**src/rtl/msrs_pkg.sv**
```systemverilog
// Package for the minimal standard random source: codes, command and status types, table ROM.
`timescale 1ns / 1ps
package msrs_pkg;

  // Generator constants
  localparam logic [30:0] MODM        = 31'h7FFF_FFFF;
  localparam logic [14:0] MULT        = 15'd16807;
  localparam logic [30:0] RESET_STATE = 31'd198195254;
  localparam logic [3:0]  GAUSS_LAST  = 4'd11;
  localparam logic [8:0]  TAB_STEPS   = 9'd200;

  // Command codes
  localparam logic [2:0] CMD_RESEED = 3'd0;
  localparam logic [2:0] CMD_RAW    = 3'd1;
  localparam logic [2:0] CMD_RANGE  = 3'd2;
  localparam logic [2:0] CMD_BELOW  = 3'd3;
  localparam logic [2:0] CMD_GAUSS  = 3'd4;
  localparam logic [2:0] CMD_TABLE  = 3'd5;
  localparam logic [2:0] CMD_TERN   = 3'd6;
  localparam logic [2:0] CMD_NONE   = 3'd7;

  // Controller to datapath
  typedef struct packed {
    logic       load;
    logic       adv;
    logic       mul;
    logic       red1;
    logic       red2;
    logic       out_load;
    logic       pass;
    logic [2:0] op;
  } dp_cmd_t;

  // Datapath to controller
  typedef struct packed {
    logic out_free;
  } dp_stat_t;

  // Magnitude of table entries 0..100 in Q16.16
  function automatic logic [17:0] half_tab(input logic [6:0] k);
    logic [17:0] v;
    unique case (k)
      7'd0: v = 18'd238733;  7'd1: v = 18'd119366;  7'd2: v = 18'd107805;
      7'd3: v = 18'd100564;  7'd4: v = 18'd95173;   7'd5: v = 18'd90827;
      7'd6: v = 18'd87158;   7'd7: v = 18'd83966;   7'd8: v = 18'd81128;
      7'd9: v = 18'd78566;   7'd10: v = 18'd76224;  7'd11: v = 18'd74062;
      7'd12: v = 18'd72050;  7'd13: v = 18'd70165;  7'd14: v = 18'd68390;
      7'd15: v = 18'd66709;  7'd16: v = 18'd65112;  7'd17: v = 18'd63589;
      7'd18: v = 18'd62132;  7'd19: v = 18'd60733;  7'd20: v = 18'd59388;
      7'd21: v = 18'd58091;  7'd22: v = 18'd56838;  7'd23: v = 18'd55626;
      7'd24: v = 18'd54450;  7'd25: v = 18'd53308;  7'd26: v = 18'd52198;
      7'd27: v = 18'd51117;  7'd28: v = 18'd50063;  7'd29: v = 18'd49034;
      7'd30: v = 18'd48029;  7'd31: v = 18'd47046;  7'd32: v = 18'd46084;
      7'd33: v = 18'd45141;  7'd34: v = 18'd44217;  7'd35: v = 18'd43310;
      7'd36: v = 18'd42419;  7'd37: v = 18'd41543;  7'd38: v = 18'd40683;
      7'd39: v = 18'd39835;  7'd40: v = 18'd39002;  7'd41: v = 18'd38180;
      7'd42: v = 18'd37370;  7'd43: v = 18'd36572;  7'd44: v = 18'd35784;
      7'd45: v = 18'd35007;  7'd46: v = 18'd34239;  7'd47: v = 18'd33480;
      7'd48: v = 18'd32731;  7'd49: v = 18'd31990;  7'd50: v = 18'd31256;
      7'd51: v = 18'd30531;  7'd52: v = 18'd29813;  7'd53: v = 18'd29102;
      7'd54: v = 18'd28398;  7'd55: v = 18'd27701;  7'd56: v = 18'd27009;
      7'd57: v = 18'd26324;  7'd58: v = 18'd25644;  7'd59: v = 18'd24970;
      7'd60: v = 18'd24301;  7'd61: v = 18'd23637;  7'd62: v = 18'd22978;
      7'd63: v = 18'd22324;  7'd64: v = 18'd21674;  7'd65: v = 18'd21028;
      7'd66: v = 18'd20386;  7'd67: v = 18'd19748;  7'd68: v = 18'd19114;
      7'd69: v = 18'd18483;  7'd70: v = 18'd17856;  7'd71: v = 18'd17232;
      7'd72: v = 18'd16611;  7'd73: v = 18'd15993;  7'd74: v = 18'd15378;
      7'd75: v = 18'd14766;  7'd76: v = 18'd14156;  7'd77: v = 18'd13549;
      7'd78: v = 18'd12944;  7'd79: v = 18'd12341;  7'd80: v = 18'd11740;
      7'd81: v = 18'd11142;  7'd82: v = 18'd10545;  7'd83: v = 18'd9949;
      7'd84: v = 18'd9356;   7'd85: v = 18'd8764;   7'd86: v = 18'd8173;
      7'd87: v = 18'd7584;   7'd88: v = 18'd6996;   7'd89: v = 18'd6409;
      7'd90: v = 18'd5823;   7'd91: v = 18'd5238;   7'd92: v = 18'd4654;
      7'd93: v = 18'd4071;   7'd94: v = 18'd3488;   7'd95: v = 18'd2906;
      7'd96: v = 18'd2324;   7'd97: v = 18'd1743;   7'd98: v = 18'd1162;
      7'd99: v = 18'd581;
      default: v = 18'd0;
    endcase
    return v;
  endfunction

  // Signed table entry 0..200, odd about entry 100
  function automatic logic signed [18:0] tab_at(input logic [7:0] k);
    logic [7:0] m;
    logic signed [18:0] r;
    m = 8'd200 - k;
    if (k <= 8'd100) r = -$signed({1'b0, half_tab(k[6:0])});
    else             r = $signed({1'b0, half_tab(m[6:0])});
    return r;
  endfunction

endpackage

```
**src/rtl/msrs_ctrl.sv**
```systemverilog
// Controller state machine for the minimal standard random source.
`timescale 1ns / 1ps
module msrs_ctrl
  import msrs_pkg::*;
(
  input  logic       clk_i,
  input  logic       rst_ni,
  input  logic       in_valid_i,
  input  logic [2:0] in_cmd_i,
  output logic       in_ready_o,
  input  dp_stat_t   stat_i,
  output dp_cmd_t    cmd_o
);

  localparam logic [2:0] ST_IDLE = 3'd0;
  localparam logic [2:0] ST_ADV  = 3'd1;
  localparam logic [2:0] ST_MUL  = 3'd2;
  localparam logic [2:0] ST_RED1 = 3'd3;
  localparam logic [2:0] ST_RED2 = 3'd4;
  localparam logic [2:0] ST_OUT  = 3'd5;

  logic [2:0] state_q, state_d;
  logic [2:0] op_q, op_d;
  logic [3:0] cnt_q, cnt_d;
  logic       pass_q, pass_d;
  logic       accept;

  assign in_ready_o = (state_q == ST_IDLE);
  assign accept     = in_valid_i && in_ready_o;

  // Next-state logic
  always_comb begin
    state_d = state_q;
    op_d    = op_q;
    cnt_d   = cnt_q;
    pass_d  = pass_q;
    unique case (state_q)
      ST_IDLE: begin
        if (accept) begin
          op_d    = in_cmd_i;
          cnt_d   = 4'd0;
          pass_d  = 1'b0;
          state_d = (in_cmd_i == CMD_NONE) ? ST_OUT : ST_ADV;
        end
      end
      ST_ADV: begin
        if (op_q == CMD_GAUSS && cnt_q != GAUSS_LAST) begin
          cnt_d = cnt_q + 4'd1;
        end else if (op_q == CMD_RESEED || op_q == CMD_RAW || op_q == CMD_TERN) begin
          state_d = ST_OUT;
        end else begin
          state_d = ST_MUL;
        end
      end
      ST_MUL:  state_d = ST_RED1;
      ST_RED1: state_d = ST_RED2;
      ST_RED2: begin
        if (!pass_q && (op_q == CMD_GAUSS || op_q == CMD_TABLE)) begin
          pass_d  = 1'b1;
          state_d = ST_MUL;
        end else begin
          state_d = ST_OUT;
        end
      end
      ST_OUT: begin
        if (stat_i.out_free) state_d = ST_IDLE;
      end
      default: state_d = ST_IDLE;
    endcase
  end

  // Drive datapath commands
  always_comb begin
    cmd_o          = '0;
    cmd_o.load     = accept;
    cmd_o.adv      = (state_q == ST_ADV);
    cmd_o.mul      = (state_q == ST_MUL);
    cmd_o.red1     = (state_q == ST_RED1);
    cmd_o.red2     = (state_q == ST_RED2);
    cmd_o.out_load = (state_q == ST_OUT) && stat_i.out_free;
    cmd_o.pass     = pass_q;
    cmd_o.op       = op_q;
  end

  always_ff @(posedge clk_i or negedge rst_ni) begin
    if (!rst_ni) begin
      state_q <= ST_IDLE;
      op_q    <= CMD_NONE;
      cnt_q   <= 4'd0;
      pass_q  <= 1'b0;
    end else begin
      state_q <= state_d;
      op_q    <= op_d;
      cnt_q   <= cnt_d;
      pass_q  <= pass_d;
    end
  end

endmodule

```
**config.mk**
```make
export PLATFORM = sky130hd
export DESIGN_NAME = msrs_ctrl
export DESIGN_NICKNAME = d
export VERILOG_FILES = /design/src/rtl/msrs_pkg.sv /design/src/rtl/msrs_ctrl.sv
export SDC_FILE = /design/constraint.sdc
export NUM_CORES = 1
export LEC_CHECK = 0
export ABC_CLOCK_PERIOD_IN_PS = 1500
export BUFFER_PORTS_ARGS = -buffer_cell sky130_fd_sc_hd__buf_2
export CAP_MARGIN = 20
export CORE_UTILIZATION = 45
export CTS_CLUSTER_SIZE = 8
export DETAILED_ROUTE_END_ITERATION = 10
export PLACE_DENSITY = 0.72
export SYNTH_ARGS = -nofsm -noshare
export SYNTH_HDL_FRONTEND = slang
export SYNTH_SLANG_ARGS = --single-unit
export TNS_END_PERCENT = 1
```
**constraint.sdc**
```tcl
create_clock -name clk_i -period 1.5 [get_ports clk_i]
set_input_delay 0.225 -clock clk_i [delete_from_list [all_inputs] [get_ports clk_i]]
set_output_delay 0.225 -clock clk_i [all_outputs]
set_load 0.05 [all_outputs]
```
==> flow_summary.toml <==
[yosys]
ys.flop_type = "dfrtp_1"
ys_types = 36
netlist_area_sq_um = 708
yosysWarnings = 0
async_flop_share_pct = 100
ys_ff_latch = 11
synth.avg_cell_area_sq_um = 8.96
yosys-top-cells-area = "dfrtp_1, dfstp_2, nand2_1, nor3b_1, nor4b_4"
synth.net_count = 87
synth_edf_count = 0
ys_seq_area_share_pct = 39.4
yosys.area.top_type_share_pct = 28.3
syn_inst = 79
synth_top_cell_by_area = "dfrtp_1"

[power_and_ir_drop]
switching_share_pct = 48.0
switchingPower_uw = 1160
clkPwrFrac_pct = 8.1
seqPwrFrac_pct = 23.4
p_int_uw = 1250
power_frac_comb_pct = 68.5
power.density_nw_per_um2 = 2310
p_leak_uw = 0.000504
vdd_ir_drop_max_uv = 1750

[timing]
setup_slack_ns = -0.0914
setup_tns_ns = -0.328
finalHoldViolCount = 0
drv_slew = 0
whs_ns = 0.154
rsz0062_at_grt = "yes"
relSlewSlack_pct = 79.9
min_period_ns = 1.59
report.final.setup_viol = 6
max_freq_mhz = 628
fin_skew_ns = 0.00579
tightest_slew_ns = 0.301
fin_crit_sh_pct = 106

[setup_path]
worst-path-max-fanout = 4
critPathBufInv = 3
worst_setup_path_start_kind = "register"
cp.arrival_ns = 1.37
cp.required_ns = 1.27
path_delay_family = "flip-flops"
cp_slowest_cell = "dfrtp_2"
critPathMaxStageDelay_ns = 0.46
worstPathCellList = "buf_6 -> nor3_4 -> nand2_2 -> inv_2 -> buf_8"
worstSetupPathType = "register to primary output"
endpoint_kind = "primary output"

[route]
first_pass_iters = 4
via_per_inst = 5.53
drtIter0Drc = 18
drc = 0
drt-total-wl_microns = 1850
vias = 697
wl_per_cell_microns = 14.7
drtAntennaViolNets = 0

[clocking]
cts_made_buffers = 3
root_buffer = "clkbuf_4"
cts_max_level = 1
cts_tree = "built"
clockBufferDepth = 2
worstSkewPairLatency_ns = 0.26
clock_sinks = 11
clkTransAtPathRegs_ns = 0.07

[job]
max_cap_viol_count = 0

[placed_design]
gp_congestion = 0.773
postPlaceCellArea_sq_um = 886
dp.cells = 116
portBuffers = 17
dp_hpwl_microns = 1270
place_ws_ns = 0.0293

[global_route]
gr-total-overflow = 0
grt_first_pass_wirelength_microns = 2990
grt_usage_pct = 22.5
antenna_found_initial = 0
grt_start_max_net_pins = 12
grt_pass1_vias = 619

[final_layout]
diodes = 0
final_cell_mix = "nand2_1, buf_4, buf_2"
drive_gt1_share_pct = 45.0
fin_area_sq_um = 1040
fin_cells = 126
nets = 120
fillerInstances = 96
area_growth_pct = 47.0

[outcome]
status = "complete, but fails checks"
violations = "setup timing"

[floorplan]
die_y_microns = 41.7
io_pins = 18
start_util_pct = 51.2
core_sq_um = 1380
fp.dieArea_sq_um = 1740
rows = 13
die_w_microns = 41.7

[hold_path]
hold_class = "input pin to register"
==> tightest hold or removal path, delay by kind of cell <==
family / cells / cell delay, ns
AND/OR/NAND/NOR: 2 / 0.09
buffers and inverters: 1 / 0.10
==> final cells by class <==
class	instances	area [sq um]	area share, %
well taps	15	18.8	1.80
clock buffers	4	26.3	2.52
multi-input cells	59	415	39.9
inverters	3	11.3	1.08
flip-flops and latches	11	280	26.9
repair buffers	34	289	27.8
==> per-stage QoR <==
step | utilization [%] | power, uW
after global placement | 64.1 | 1910
final | 75.3 | 2410
after detailed placement | 64.1 | 1940
after floorplan | - | 1600
after global routing | 75.3 | 2550
after CTS | 72.4 | 2330
==> what timing repair did <==
action                     4_1_cts  5_1_grt
resized for setup               17        8
pin swaps                        5        3
hold buffers                     1        0
hold endpoints to repair         8        0
setup endpoints to repair        7        9
buffers inserted                 3        2
==> per-layer routing <==
metal / GRT usage [%] / share of wire, %
met1: 31.9 / 48
met2: 35.3 / 48
met3: 6.52 / 3.8
met4: 1.94 / 0
met5: 0 / 0
==> power groups by stage <==
stage               logic (uW)  registers [uW]  clock network (uW)
global route              1760             581                 214
global placement          1370             545                   0
finish                    1650             562                 195
floorplan                  911             690                   0
CTS                       1570             556                 205
detailed placement        1380             560                   0
==> worst paths after layout <==
path	startpoint	to	slack (ns)	cells after the start
worst max-delay path	state_q[2]$_DFFE_PN0P_	cmd_o[9]	-0.09	5
worst min register to register	op_q[0]$_DFFE_PN1P_	op_q[0]$_DFFE_PN1P_	0.51	2
worst min-delay path	in_cmd_i[0]	op_q[0]$_DFFE_PN1P_	0.15	3
worst max register to register	state_q[2]$_DFFE_PN0P_	cnt_q[3]$_DFFE_PN0P_	-0.07	8
max in group asynchronous	rst_ni	op_q[0]$_DFFE_PN1P_	0.87	2
min in group asynchronous	rst_ni	pass_q$_DFFE_PN0P_	0.37	2
==> cell families (layout without fill, tap and decap cells) <==
group / count (synthesis) / after routing / synth area share (%)
buf+inv: 9 / 41 / 7.60
simple gates: 44 / 44 / 38.3
flops: 11 / 11 / 39.4
compound gates: 13 / 13 / 11.7
xor+xnor: 1 / 1 / 1.24
fa+ha+maj: 1 / 1 / 1.77
==> Yosys cell counts (2+ instances only) <==
cell type   n
nand2_1    14
dfrtp_1     8
a21oi_1     4
nor2_1      4
nor3b_1     4
and2b_1     3
buf_4       3
dfstp_2     3
inv_1       3
nand3_1     3
o21ai_0     3
and3_1      2
nor3_1      2
==> registers in the layout, summed over array words and instances, names as in the netlist <==
signal,cells
state_q,3
cnt_q,4
pass_q,1
op_q,3
No activity file was read; power rests on OpenSTA's default activity.
